--- src/rtl/cfvg_pkg.sv ---
// Package for the circle fan vertex generator.
// Widths, register indexes, pipeline tag and the CORDIC arctangent table.
// No dependencies.
package cfvg_pkg;

   localparam int SEG_W          = 13;
   localparam int RADIUS_W       = 16;
   localparam int OUT_W          = 17;
   localparam int MAX_SEGMENTS   = 4096;
   localparam int DIV_STAGES     = 32;
   localparam int CORDIC_STAGES  = 16;
   localparam int ATAN_LEN       = 24;
   localparam int XY_W           = 20;
   localparam int Z_W            = 33;
   localparam int STAGE_IDX_W    = 5;
   localparam logic [31:0] PI_Q30   = 32'd3373259426;
   localparam logic [XY_W-1:0] GAIN_Q16 = XY_W'(39797);
   localparam int OUT_LIMIT      = 65535;

   typedef enum logic {
      REG_RADIUS        = 1'b0,
      REG_SEGMENT_COUNT = 1'b1
   } reg_index_type;

   // flags that ride along with each word
   typedef struct packed {
      logic vld;
      logic err;
      logic ctr;
   } tag_type;

   function automatic logic [29:0] atan_q30(input logic [STAGE_IDX_W-1:0] idx);
      logic [29:0] v;
      case (idx)
         5'd0:  v = 30'd843314857;
         5'd1:  v = 30'd497837829;
         5'd2:  v = 30'd263043837;
         5'd3:  v = 30'd133525159;
         5'd4:  v = 30'd67021687;
         5'd5:  v = 30'd33543516;
         5'd6:  v = 30'd16775851;
         5'd7:  v = 30'd8388437;
         5'd8:  v = 30'd4194283;
         5'd9:  v = 30'd2097149;
         5'd10: v = 30'd1048576;
         5'd11: v = 30'd524288;
         5'd12: v = 30'd262144;
         5'd13: v = 30'd131072;
         5'd14: v = 30'd65536;
         5'd15: v = 30'd32768;
         5'd16: v = 30'd16384;
         5'd17: v = 30'd8192;
         5'd18: v = 30'd4096;
         5'd19: v = 30'd2048;
         5'd20: v = 30'd1024;
         5'd21: v = 30'd512;
         5'd22: v = 30'd256;
         5'd23: v = 30'd128;
         default: v = 30'd0;
      endcase
      return v;
   endfunction

endpackage

--- src/rtl/cfvg_cordic_cell.sv ---
// One rotation-mode CORDIC micro-rotation cell.
// Uses cfvg_pkg (arctangent table).
module cfvg_cordic_cell (
   input  logic                                 clock,
   input  logic                                 enable,
   input  logic [cfvg_pkg::STAGE_IDX_W-1:0]     stage_idx,
   input  logic signed [cfvg_pkg::XY_W-1:0]     x_in,
   input  logic signed [cfvg_pkg::XY_W-1:0]     y_in,
   input  logic signed [cfvg_pkg::Z_W-1:0]      z_in,
   output logic signed [cfvg_pkg::XY_W-1:0]     x_ff,
   output logic signed [cfvg_pkg::XY_W-1:0]     y_ff,
   output logic signed [cfvg_pkg::Z_W-1:0]      z_ff
);
   import cfvg_pkg::*;

   logic signed [XY_W-1:0] dx, dy, x_in_next, y_in_next;
   logic signed [Z_W-1:0]  ang, z_in_next;

   always_comb begin
      dx  = y_in >>> stage_idx;
      dy  = x_in >>> stage_idx;
      ang = $signed({{(Z_W-30){1'b0}}, atan_q30(stage_idx)});
      if (!z_in[Z_W-1]) begin
         x_in_next = x_in - dx;
         y_in_next = y_in + dy;
         z_in_next = z_in - ang;
      end else begin
         x_in_next = x_in + dx;
         y_in_next = y_in - dy;
         z_in_next = z_in + ang;
      end
   end

   always_ff @(posedge clock) begin
      if (enable) begin
         x_ff <= x_in_next;
         y_ff <= y_in_next;
         z_ff <= z_in_next;
      end
   end
endmodule

--- config.mk ---
export PLATFORM = sky130hd
export DESIGN_NAME = cfvg_cordic_cell
export DESIGN_NICKNAME = d
export VERILOG_FILES = /design/src/rtl/cfvg_pkg.sv /design/src/rtl/cfvg_cordic_cell.sv
export SDC_FILE = /design/constraint.sdc
export NUM_CORES = 1
export LEC_CHECK = 0
export BUFFER_PORTS_ARGS = -buffer_cell sky130_fd_sc_hd__buf_4
export CAP_MARGIN = 20
export CORE_MARGIN = 2
export CORE_UTILIZATION = 32
export CTS_CLUSTER_DIAMETER = 120
export CTS_CLUSTER_SIZE = 14
export DETAILED_ROUTE_END_ITERATION = 8
export PLACE_DENSITY_LB_ADDON = 0.3
export SLEW_MARGIN = 20
export SYNTH_ARGS = -nofsm -noshare
export SYNTH_HDL_FRONTEND = slang
export SYNTH_SLANG_ARGS = --single-unit
--- constraint.sdc ---
create_clock -name clock -period 8.94 [get_ports clock]
set_clock_uncertainty 0.1 [all_clocks]
set_input_delay 2.235 -clock clock [delete_from_list [all_inputs] [get_ports clock]]
set_output_delay 2.235 -clock clock [all_outputs]
set_load 0.1 [all_outputs]
==> metrics.txt <==
Pint 1230 µW; Vias/cell 5.54; most frequent cells in the layout 161 x buf_4, 96 x a21oi_1, 87 x nor2_1; die area 0.0330 mm²; Wirelength per Cell 18.6 µm; Worst EP arrival around 7.4 ns; Crit. End Element flop; Mapped Area 0.0101 mm²; PostCTS Resize Cnt 0; CORE AREA 0.0313 mm²; initial antenna violation count 0; first-pass GRT wire length approximately 47 mm; row count 65; Area after DPL 0.0115 mm²; drt drc 0; Port Buf Inserts 152; register area share after synthesis ~22%; CTS H-tree depth 3; delay-heaviest family, CP compound AO/OA/AOI/OAI gates; pin count of the biggest net entering global routing 74; # Post-CTS Setup Buffers 0; Initial DRC Count 783; Reg clk slew, reported paths about 0.060 ns; Max Fclk 136 MHz; Area Overhead vs Synth 17.2%; Die H ~180 µm; ant diodes 0; Post-synth EDFFs 73; Max-cap violations 0; total number of vias 8976; total track usage 18.1%; Hold-fix buffers, CTS 0; Yosys cell types 85; Worst VDD drop between 0.0001 and 0.00015 V; asr flop ratio synth 0%; Crit Path Max Fanout 45; grt ovf 0; synth warn 0; CTS max path bufs 2; initial core utilization 32.2%; drt first pass iters 7; Comb power frac 61.9%; Root Driver clkbuf_16; Switching Fraction between 50% and 60%; clk sink count 73; Die X 182 µm; Final Max Tran Viols 0; vias in the first global route 8695; number of nets in the layout 1378; slew margin rel. 29.4%; Critical Path Most Common Cell a21oi_1; Sw Pwr 1270 µW; hold crit path type input pin to flop; synthesized flop and latch total 73; Post-Syn Instances between 1000 and 1500; Post-Route WL 30.0 mm; total negative setup slack 0 ns; number of buffers and inverters on the critical path 2; Seq pwr share 21.2%; Setup Viol. Count Final 0; CTS tree yes; FILL cells between 3000 and 4000; Worst setup SP type input pin; outcome completed; crit-path cells buf_4, inv_1, o21ai_1, o21ai_0, nand2b_1, nor2b_1, and3b_1, a21oi_1, xor2_1, ha_1, and2_1, a221o_1, a21oi_1, o31ai_1, a31oi_1, a211oi_1, o41ai_1, mux2i_1, a2111oi_1; GP Congestion 0.932; syn nets 1264; commonest non-fill, non-tap cell in the layout buf_4; period utilisation layout 82.1%; Worst Tran Pin Value around 1.1 ns; minimum clock period after layout 7.34 ns; critical path required time between 8 and 9 ns; CP max-delay cell o41ai_1; unrepaired setup endpoints after global routing false; ys flop type edfxtp_1; Syn Area/Cell 9.18 µm²; clock share of power between 15 and 20%; fin area about 0.012 mm²; slowest stage delay, CP 0.46 ns; Cell Pwr Density about 210 mW/mm²; Ports 153; Antenna Violating Nets Remaining 0; Hold Fails Final Rpt 0; hpwl dp between 20 and 25 mm; Leakage ~0.0049 µW; CP Class input pin to flop; share of cells above drive strength 1 a little over a fifth; TritonCTS buffer count 9
[sequential cells by signal, indices dropped and copies added (netlist names)]
register,cells
x_ff,20
y_ff,20
z_ff,33
[worst paths after layout]
| kind | end | start | slack (ns) | cells after the start |
|---|---|---|---|---|
| worst max-delay path | z_ff[32] | stage_idx[4] | 1.60 | 19 |
| worst min-delay path | z_ff[0] | z_in[0] | 2.08 | 2 |
[power by group through the flow]
| stage | Clock (µW) | Combinational, µW | Sequential [µW] |
|---|---|---|---|
| after global placement | 0 | 1540 | 537 |
| final | 424 | 1550 | 528 |
| after global routing | 449 | 1650 | 538 |
| after floorplan | 0 | 604 | 1160 |
| after detailed placement | 0 | 1540 | 536 |
| after CTS | 438 | 1550 | 531 |
[synth_stat cells (all sizes together) (30+ instances only)]
library cell	number	share of area, %
buf	40	2.4
a21oi	98	4.9
mux4	48	11
ha	82	10
a21o	30	2.2
edfxtp	73	22
o21ai	59	3.0
xnor2	81	7.0
mux2i	50	5.0
inv	36	1.3
nand2	74	2.8
nor2	87	3.2
xor2	39	3.4
[stage by stage]
step	instances	util (%)	hold WS, ns	worst slack, ns	power (µW)
finish	1619	37.8	2.08	1.60	2500
global route	1619	37.8	2.07	1.06	2630
CTS	1619	37.8	2.06	1.60	2520
detailed placement	1604	36.7	2.44	1.23	2080
global placement	1604	36.7	2.44	1.32	2070
floorplan	1099	-	2.25	1.55	1760
[layer usage]
metal	global-route usage, %	wire length (µm)	up-vias
met5	0	0	-
met4	5.40	602	0
met3	3.39	1760	36
met2	31.3	14700	317
met1	22.9	13000	4224
li1	-	-	4399
[area by class of cell]
| class | count | area (µm²) | share of cell area (%) |
|---|---|---|---|
| clock buffer | 9 | 225 | 1.90 |
| clock inverter | 6 | 108 | 0.910 |
| multi-input combinational | 930 | 7440 | 63.0 |
| inverter | 38 | 143 | 1.21 |
| sequential | 73 | 2190 | 18.5 |
| tap | 402 | 503 | 4.25 |
| timing repair buffer | 161 | 1210 | 10.2 |
[cells by family after synthesis]
family,share of synthesized area [%]
AO/OA/AOI/OAI,21.0
XOR/XNOR,10.4
adder cells (fa/ha/maj),10.8
buffers and inverters,4.48
flip-flops,21.7
multiplexers,16.8
AND/OR/NAND/NOR,14.9
Power figures use the tool's default switching activity.
