--- src/rtl/cfvg_pkg.sv ---
// Package for the circle fan vertex generator.
// Widths, register indexes, pipeline tag and the CORDIC arctangent table.
// No dependencies.
package cfvg_pkg;

   localparam int SEG_W          = 13;
   localparam int RADIUS_W       = 16;
   localparam int OUT_W          = 17;
   localparam int MAX_SEGMENTS   = 4096;
   localparam int DIV_STAGES     = 32;
   localparam int CORDIC_STAGES  = 16;
   localparam int ATAN_LEN       = 24;
   localparam int XY_W           = 20;
   localparam int Z_W            = 33;
   localparam int STAGE_IDX_W    = 5;
   localparam logic [31:0] PI_Q30   = 32'd3373259426;
   localparam logic [XY_W-1:0] GAIN_Q16 = XY_W'(39797);
   localparam int OUT_LIMIT      = 65535;

   typedef enum logic {
      REG_RADIUS        = 1'b0,
      REG_SEGMENT_COUNT = 1'b1
   } reg_index_type;

   // flags that ride along with each word
   typedef struct packed {
      logic vld;
      logic err;
      logic ctr;
   } tag_type;

   function automatic logic [29:0] atan_q30(input logic [STAGE_IDX_W-1:0] idx);
      logic [29:0] v;
      case (idx)
         5'd0:  v = 30'd843314857;
         5'd1:  v = 30'd497837829;
         5'd2:  v = 30'd263043837;
         5'd3:  v = 30'd133525159;
         5'd4:  v = 30'd67021687;
         5'd5:  v = 30'd33543516;
         5'd6:  v = 30'd16775851;
         5'd7:  v = 30'd8388437;
         5'd8:  v = 30'd4194283;
         5'd9:  v = 30'd2097149;
         5'd10: v = 30'd1048576;
         5'd11: v = 30'd524288;
         5'd12: v = 30'd262144;
         5'd13: v = 30'd131072;
         5'd14: v = 30'd65536;
         5'd15: v = 30'd32768;
         5'd16: v = 30'd16384;
         5'd17: v = 30'd8192;
         5'd18: v = 30'd4096;
         5'd19: v = 30'd2048;
         5'd20: v = 30'd1024;
         5'd21: v = 30'd512;
         5'd22: v = 30'd256;
         5'd23: v = 30'd128;
         default: v = 30'd0;
      endcase
      return v;
   endfunction

endpackage

--- src/rtl/cfvg_div_cell.sv ---
// One restoring-division cell: one quotient bit per cell.
// Uses cfvg_pkg.
module cfvg_div_cell (
   input  logic                        clock,
   input  logic                        enable,
   input  logic [cfvg_pkg::SEG_W-1:0]  seg,
   input  logic                        num_bit,
   input  logic [cfvg_pkg::SEG_W-1:0]  rem_in,
   input  logic [31:0]                 quo_in,
   output logic [cfvg_pkg::SEG_W-1:0]  rem_ff,
   output logic [31:0]                 quo_ff
);
   import cfvg_pkg::*;

   logic [SEG_W:0]   trial;
   logic             take;
   logic [SEG_W-1:0] rem_in_next;
   logic [31:0]      quo_in_next;

   always_comb begin
      trial       = {rem_in, num_bit};
      take        = (trial >= {1'b0, seg});
      rem_in_next = take ? SEG_W'(trial - {1'b0, seg}) : trial[SEG_W-1:0];
      quo_in_next = {quo_in[30:0], take};
   end

   always_ff @(posedge clock) begin
      if (enable) begin
         rem_ff <= rem_in_next;
         quo_ff <= quo_in_next;
      end
   end
endmodule

--- config.mk ---
export PLATFORM = sky130hd
export DESIGN_NAME = cfvg_div_cell
export DESIGN_NICKNAME = d
export VERILOG_FILES = /design/src/rtl/cfvg_pkg.sv /design/src/rtl/cfvg_div_cell.sv
export SDC_FILE = /design/constraint.sdc
export NUM_CORES = 1
export LEC_CHECK = 0
export BUFFER_PORTS_ARGS = -buffer_cell sky130_fd_sc_hd__buf_2
export CORE_MARGIN = 4
export CORE_UTILIZATION = 51
export CTS_BUF_LIST = sky130_fd_sc_hd__clkbuf_8
export DETAILED_ROUTE_END_ITERATION = 10
export PLACE_DENSITY = 0.85
export REMOVE_ABC_BUFFERS = 1
export SLEW_MARGIN = 20
export SYNTH_ARGS = -nofsm -noshare
export SYNTH_HDL_FRONTEND = slang
export SYNTH_SLANG_ARGS = --single-unit
--- constraint.sdc ---
create_clock -name clock -period 4.9 [get_ports clock]
set_clock_uncertainty 0.15 [all_clocks]
set_input_delay 0.245 -clock clock [delete_from_list [all_inputs] [get_ports clock]]
set_output_delay 0.245 -clock clock [all_outputs]
set_load 0.005 [all_outputs]
==> results of run 1 <==
synthesized netlist by cell type (2+ instances only):
cell type / count / area share
sky130_fd_sc_hd__edfxtp_1: 45 / 0.61
sky130_fd_sc_hd__inv_1: 15 / 0.026
sky130_fd_sc_hd__ha_1: 13 / 0.074
sky130_fd_sc_hd__a21oi_1: 8 / 0.018
sky130_fd_sc_hd__nor2_1: 8 / 0.014
sky130_fd_sc_hd__mux2_4: 7 / 0.048
sky130_fd_sc_hd__xor2_1: 5 / 0.020
sky130_fd_sc_hd__nand2_1: 4 / 0.0068
sky130_fd_sc_hd__o21ai_0: 4 / 0.0091
sky130_fd_sc_hd__xnor2_1: 4 / 0.016
sky130_fd_sc_hd__mux2_2: 3 / 0.015
sky130_fd_sc_hd__nand2b_1: 3 / 0.0085
sky130_fd_sc_hd__a211oi_1: 2 / 0.0068
sky130_fd_sc_hd__a21o_1: 2 / 0.0068
sky130_fd_sc_hd__mux2i_1: 2 / 0.0091
sky130_fd_sc_hd__nand3_1: 2 / 0.0045
sky130_fd_sc_hd__nor2b_1: 2 / 0.0057
sky130_fd_sc_hd__nor3_1: 2 / 0.0045
cells in the final DEF, fill, tap and decap left out, types with 2 or more instances in the layout:
| cell | count |
|---|---|
| sky130_fd_sc_hd__edfxtp_1 | 45 |
| sky130_fd_sc_hd__nor3_1 | 2 |
| sky130_fd_sc_hd__nand2b_1 | 3 |
| sky130_fd_sc_hd__nand2_1 | 4 |
| sky130_fd_sc_hd__a21o_1 | 2 |
| sky130_fd_sc_hd__dlygate4sd3_1 | 31 |
| sky130_fd_sc_hd__buf_2 | 104 |
| sky130_fd_sc_hd__mux2_2 | 3 |
| sky130_fd_sc_hd__nor2b_1 | 2 |
| sky130_fd_sc_hd__ha_1 | 13 |
| sky130_fd_sc_hd__nor2_1 | 8 |
| sky130_fd_sc_hd__clkbuf_8 | 5 |
| sky130_fd_sc_hd__o21ai_0 | 4 |
| sky130_fd_sc_hd__xnor2_1 | 4 |
| sky130_fd_sc_hd__nand3_1 | 2 |
| sky130_fd_sc_hd__mux2_4 | 7 |
| sky130_fd_sc_hd__inv_1 | 15 |
| sky130_fd_sc_hd__a21oi_1 | 8 |
| sky130_fd_sc_hd__a211oi_1 | 2 |
| sky130_fd_sc_hd__xor2_1 | 5 |
| sky130_fd_sc_hd__mux2i_1 | 2 |
power groups by stage:
| stage | clock (mW) | sequential, mW | combinational [mW] |
|---|---|---|---|
| floorplan | 0 | 0.496 | 0.103 |
| global route | 0.282 | 0.484 | 0.239 |
| finish | 0.258 | 0.481 | 0.218 |
| global placement | 0 | 0.488 | 0.192 |
| CTS | 0.267 | 0.481 | 0.218 |
| detailed placement | 0 | 0.489 | 0.198 |
cell type report:
class / instances / area (um2)
repair buffers: 135 / 831
clock buffers: 5 / 68.8
fillers: 262 / 908
inverters: 15 / 56.3
multi-input cells: 92 / 773
clock inverters: 2 / 35.0
flip-flops and latches: 45 / 1350
well taps: 50 / 62.6
cell families (layout without fill, tap and decap cells):
family	Yosys count	in the layout	synth area share
buffers and inverters	16	157	0.0347
AO/OA/AOI/OAI	26	26	0.0802
XOR/XNOR	9	9	0.0358
adder cells (fa/ha/maj)	14	14	0.0830
flip-flops	45	45	0.614
multiplexers	13	13	0.0773
AND/OR/NAND/NOR	30	30	0.0751
metal layers:
layer,track usage,vias to the layer above,routed length (um)
met5,0,-,0
met4,0.0744,0,95
met3,0.0492,8,577
met2,0.330,81,2550
met1,0.212,778,2010
li1,-,852,-
through the flow:
| stage | total power [mW] | area, um2 | utilization | setup WS, ns | std cells |
|---|---|---|---|---|---|
| after global placement | 0.680 | 2760 | 0.676 | 2.04 | 306 |
| after floorplan | 0.599 | 2180 | - | 2.33 | 152 |
| after CTS | 0.965 | 3180 | 0.778 | 2.31 | 344 |
| final | 0.957 | 3180 | 0.778 | 2.31 | 344 |
| after global routing | 1.01 | 3180 | 0.778 | 2.18 | 344 |
| after detailed placement | 0.687 | 2760 | 0.676 | 2.00 | 306 |
worst max-delay path, stage by stage:
cell and delay [ns]:
sky130_fd_sc_hd__buf_2 0.08, sky130_fd_sc_hd__inv_1 0.04, sky130_fd_sc_hd__ha_1 0.20, sky130_fd_sc_hd__fa_1 0.40
sky130_fd_sc_hd__nand2b_1 0.19, sky130_fd_sc_hd__a21oi_2 0.19, sky130_fd_sc_hd__o21ai_2 0.10, sky130_fd_sc_hd__a211oi_2 0.18
sky130_fd_sc_hd__o32a_2 0.45, sky130_fd_sc_hd__mux2_2 0.39
flip-flops by register name, summed over array words and instances, names as in the netlist:
| signal | cells |
|---|---|
| quo_ff | 32 |
| rem_ff | 13 |
worst max path at each step:
stage	from	endpoint	slack, ns	depth (start not counted)
6_report	num_bit	rem_ff[3]	2.31	10
5_1_grt	num_bit	rem_ff[2]	2.18	10
4_1_cts	num_bit	rem_ff[12]	2.31	10
3_5_place_dp	num_bit	rem_ff[3]	2.00	10
3_3_place_gp	num_bit	rem_ff[12]	2.04	10
2_1_floorplan	num_bit	rem_ff[12]	2.33	9
repair_timing:
item,4_1_cts,5_1_grt
hold endpoints to repair,31,0
hold buffers,31,0
gates resized for setup,0,0
==> impl_results.rst, run 1 <==
.. list-table::
   :header-rows: 1

   * - Metric
     - Value
   * - Number of setup violations in the final report
     - 0
   * - Required time of the critical path
     - 4.79 ns
   * - Root cell of the clock tree
     - sky130_fd_sc_hd__clkbuf_8
   * - Sink of the worst hold path
     - rem_ff[9]
   * - Highest ir drop seen on vdd
     - 137 uV
   * - Fin crit period
     - 2.59 ns
   * - Cell leakage power
     - 1.46 nW
   * - Via-to-Cell Ratio
     - 5.00
   * - # clock sinks
     - 45
   * - Standard cell core area
     - 4090 um2
   * - Final nets
     - 369
   * - Number of antenna violations at the first check in global routing
     - 0
   * - Via Count
     - 1,719
   * - Total negative setup slack
     - 0 ns
   * - Final hold violation count
     - 0
   * - Maxcap violations
     - 0
   * - Number of input and output port buffers inserted
     - 104
   * - CTS tree
     - yes
   * - Worst hold start
     - rem_in[8]
   * - Post-synthesis register bit count
     - 45
   * - Share of power burned in combinational logic
     - 0.228
   * - Horizontal extent of the die
     - 73.7 um
   * - Weighted congestion at the end of routability-driven global placement
     - 0.844
   * - Vias in the first global route
     - 1,690
   * - Status
     - finished clean
   * - Number of clock buffers inserted by TritonCTS
     - 5
   * - Clock Tree Buf Depth
     - 2
   * - Remaining design rule violation count
     - 0
   * - Post-synthesis sequential area ratio
     - 0.614
   * - Internal cell power
     - 0.740 mW
   * - Wire length of the first global-routing pass
     - 7.70 mm
   * - Number of diodes
     - 0
   * - Slew Viols, Final
     - 0
   * - Classification of the worst-slack hold path
     - input port to flip-flop
   * - Clock network fraction of total power
     - 0.269
   * - Y dimension of the die
     - 73.7 um
   * - P_sw
     - 0.217 mW
   * - Worst hold slack after final layout
     - 0.128 ns
   * - Number of detailed-routing iterations run before antenna repair
     - 4
   * - Die Footprint
     - 5430 um2
   * - Overall fraction of global-route tracks in use
     - 0.186
   * - Count of routing violations after the opening detailed-route iteration
     - 38
   * - Drt wl/cell
     - 15.2 um
   * - Switching part of the total power
     - 0.227
   * - Congestion Overflow GR
     - 0
   * - Starting utilization of the core area
     - 0.539
   * - Final ANT Viol Nets
     - 0
   * - Yosys cell types
     - 40
   * - Number of primary I/O pins
     - 106
   * - Seq pwr share
     - 0.503
   * - Startpoint types
     - input port
   * - Signal arrival time at the worst endpoint
     - 2.48 ns
   * - Power per Cell Area
     - 301 nW/um2
   * - Mean instance size in the synthesized netlist
     - 14.4 um2
   * - Setup CP Type
     - input port to flip-flop
   * - Hold depth
     - 2
   * - Worst Max-Slew Pin Slew
     - 0.961 ns
   * - Maximum net fanout on the critical path
     - 14
   * - Async set or reset register ratio after synthesis
     - 0
   * - Post-Syn Instances
     - 153
   * - FMAX
     - 0.386 GHz
   * - Post-CTS repair timing setup buffer count
     - 0
   * - Number of standard-cell rows in the floorplan
     - 23
   * - EDFF count, synth
     - 45
   * - Unrepaired setup endpoints after global routing
     - false
   * - Worst-case headroom to the max-slew limit
     - 0.359
   * - Half-perimeter wire length of the detailed placement result
     - 3.74 mm
   * - CTS clock-pin slew for the worst setup and hold paths
     - 0.08 ns
   * - Final wirelength
     - 5.23 mm
   * - Pin count of the biggest net entering global routing
     - 46
   * - Ys Warns
     - 0
   * - Critical path capture point type
     - flip-flop
   * - Synth Cell Area
     - 2200 um2
   * - Ys flop type
     - sky130_fd_sc_hd__edfxtp_1
   * - Count of H-tree levels built during CTS
     - 2
   * - Growth of design area from synthesis to finish
     - 44.4%
   * - Share of the clock period used by the worst path after layout
     - 0.529
   * - Share of cells above drive strength 1
     - 0.432
No activity file was read; power rests on OpenSTA's default activity.
==> inputs of run 2 (changes only) <==
--- a/config.mk
+++ b/config.mk
@@ -7,10 +7,10 @@
 export LEC_CHECK = 0
 export BUFFER_PORTS_ARGS = -buffer_cell sky130_fd_sc_hd__buf_2
 export CORE_MARGIN = 4
-export CORE_UTILIZATION = 51
+export CORE_UTILIZATION = 48
 export CTS_BUF_LIST = sky130_fd_sc_hd__clkbuf_8
 export DETAILED_ROUTE_END_ITERATION = 10
-export PLACE_DENSITY = 0.85
+export PLACE_DENSITY = 0.81
 export REMOVE_ABC_BUFFERS = 1
 export SLEW_MARGIN = 20
 export SYNTH_ARGS = -nofsm -noshare
==> constraint.sdc (replaced) <==
create_clock -name clock -period 2.4 [get_ports clock]
set_clock_uncertainty 0.15 [all_clocks]
set_input_delay 0.12 -clock clock [delete_from_list [all_inputs] [get_ports clock]]
set_output_delay 0.12 -clock clock [all_outputs]
set_load 0.005 [all_outputs]
==> impl_results.rst, run 2 (same netlist as run 1, synthesis figures left out) <==
.. list-table::
   :header-rows: 1

   * - Metric
     - Value
   * - Highest ir drop seen on vdd
     - 264 uV
   * - Die Footprint
     - 5730 um2
   * - Clock Tree Buf Depth
     - 2
   * - Seq pwr share
     - 0.491
   * - CTS tree
     - yes
   * - Post-Route Utilization
     - 0.755
   * - # clock sinks
     - 45
   * - Count of H-tree levels built during CTS
     - 2
   * - Drt wl/cell
     - 14.8 um
   * - Signal arrival time at the worst endpoint
     - 2.18 ns
   * - Share of power burned in combinational logic
     - 0.237
   * - Share of cells above drive strength 1
     - 0.439
   * - Final ANT Viol Nets
     - 0
   * - Vias in the first global route
     - 1,732
   * - Via Count
     - 1,764
   * - Number of input and output port buffers inserted
     - 104
   * - Maxcap violations
     - 0
   * - Worst Max-Slew Pin Slew
     - 0.552 ns
   * - Worst-case headroom to the max-slew limit
     - 0.632
   * - Final nets
     - 379
   * - Share of the clock period used by the worst path after layout
     - 0.956
   * - Overall fraction of global-route tracks in use
     - 0.183
   * - Startpoint types
     - input port
   * - Dpl cells
     - 313
   * - Wire length of the first global-routing pass
     - 7.80 mm
   * - Weighted congestion at the end of routability-driven global placement
     - 0.819
   * - Largest reg by FF count
     - quo_ff
   * - Standard cell core area
     - 4380 um2
   * - Congestion Overflow GR
     - 0
   * - Number of antenna violations at the first check in global routing
     - 0
   * - Half-perimeter wire length of the detailed placement result
     - 3.62 mm
   * - Hold depth
     - 2
   * - CP Cell Sequence
     - dlygate4sd3_1, buf_2, ha_1, a21o_1, nor3_1, o21ai_1, o32a_2, buf_12, mux2_1
   * - Commonest cells after routing, fill and taps aside
     - sky130_fd_sc_hd__buf_2 (104), sky130_fd_sc_hd__edfxtp_1 (45), sky130_fd_sc_hd__dlygate4sd3_1 (36)
   * - Leading cell type in the layout, fill and taps excluded
     - sky130_fd_sc_hd__buf_2
   * - Power per Cell Area
     - 604 nW/um2
   * - Maximum net fanout on the critical path
     - 12
   * - Total negative setup slack
     - 0 ns
   * - Remaining design rule violation count
     - 0
   * - Post-CTS repair timing setup buffer count
     - 0
   * - CTS clock-pin slew for the worst setup and hold paths
     - 0.08 ns
   * - Y dimension of the die
     - 75.7 um
   * - Number of primary I/O pins
     - 106
   * - Growth of design area from synthesis to finish
     - 50.5%
   * - Starting utilization of the core area
     - 0.502
   * - CP max stage delay
     - 0.53 ns
   * - Setup CP Type
     - input port to flip-flop
   * - Classification of the worst-slack hold path
     - input port to flip-flop
   * - Unrepaired setup endpoints after global routing
     - false
   * - Max stage delay cell, worst path
     - sky130_fd_sc_hd__dlygate4sd3_1
   * - Required time of the critical path
     - 2.29 ns
   * - Fin crit period
     - 2.29 ns
   * - Switching part of the total power
     - 0.231
   * - Number of flip-flops under the largest register name
     - 32
   * - Final hold violation count
     - 0
   * - Status
     - finished clean
   * - Number of clock buffers inserted by TritonCTS
     - 5
   * - P_sw
     - 0.462 mW
   * - Final cell count without fillers
     - 357
   * - Number of setup violations in the final report
     - 0
   * - Count of routing violations after the opening detailed-route iteration
     - 47
   * - Number of detailed-routing iterations run before antenna repair
     - 4
   * - Critical path capture point type
     - flip-flop
   * - Root cell of the clock tree
     - sky130_fd_sc_hd__clkbuf_8
   * - Largest registers ranked by flip-flop count
     - quo_ff: 32 flops, rem_ff: 13 flops
   * - Number of standard-cell rows in the floorplan
     - 24
   * - Horizontal extent of the die
     - 75.7 um
   * - Worst hold slack after final layout
     - 0.0109 ns
   * - FMAX
     - 0.436 GHz
   * - Internal cell power
     - 1.54 mW
   * - Via-to-Cell Ratio
     - 4.94
   * - Clock network fraction of total power
     - 0.273
   * - Pin count of the biggest net entering global routing
     - 46
   * - Filler Cells Inserted
     - 285
   * - Number of diodes
     - 0
   * - Cell leakage power
     - 1.51 nW
   * - Final wirelength
     - 5.28 mm
   * - Slew Viols, Final
     - 0
-- run 2: worst max-delay path, delay by kind of cell --
kind | cells | cell delay (ns)
adders and majority gates | 1 | 0.32
muxes | 1 | 0.31
buffers and inverters | 3 | 0.82
AOI/OAI and AO/OA | 3 | 0.48
and+or+nand+nor | 1 | 0.13
-- run 2: layer usage --
metal | routed length, um | track usage | up-vias | share of wire
li1 | - | - | 869 | -
met1 | 2050 | 0.213 | 811 | 0.39
met2 | 2660 | 0.334 | 80 | 0.50
met3 | 537 | 0.0488 | 4 | 0.10
met4 | 42 | 0.0466 | 0 | 0.0080
met5 | 0 | 0 | - | 0
-- run 2: power groups by stage --
stage,clock network [mW],logic [mW],registers [mW]
finish,0.546,0.473,0.982
global route,0.591,0.524,0.990
CTS,0.556,0.466,0.981
detailed placement,0,0.420,0.999
global placement,0,0.412,0.997
floorplan,0,0.210,1.01
-- run 2: metrics by stage --
step | cell area [um2] | setup slack (ns) | total power [mW]
4_1_cts | 3280 | 0.0607 | 2.00
6_report | 3310 | 0.105 | 2.00
3_3_place_gp | 2820 | -0.0956 | 1.41
5_1_grt | 3310 | 0.00338 | 2.11
3_5_place_dp | 2820 | -0.113 | 1.42
2_1_floorplan | 2180 | -0.0460 | 1.22
-- run 2: worst paths after layout --
| check | start | to | slack, ns |
|---|---|---|---|
| worst max-delay path | rem_in[10] | rem_ff[4] | 0.11 |
| worst min-delay path | rem_in[9] | rem_ff[10] | 0.01 |
-- run 2: timing repair --
action / CTS / global route
endpoints found under the hold margin: 35 / 1
hold buffers: 35 / 1
resized for setup: 0 / 4
setup endpoints to repair: 0 / 13
-- run 2: final cells by class --
type / count / area [um2] / share of cell area
Clock inverter: 3 / 41.3 / 0.0125
Inverter: 15 / 56.3 / 0.0170
Sequential cell: 45 / 1350 / 0.408
Tap cell: 52 / 65.1 / 0.0196
Clock buffer: 5 / 68.8 / 0.0208
Multi-Input combinational cell: 92 / 798 / 0.241
Timing Repair Buffer: 145 / 931 / 0.281
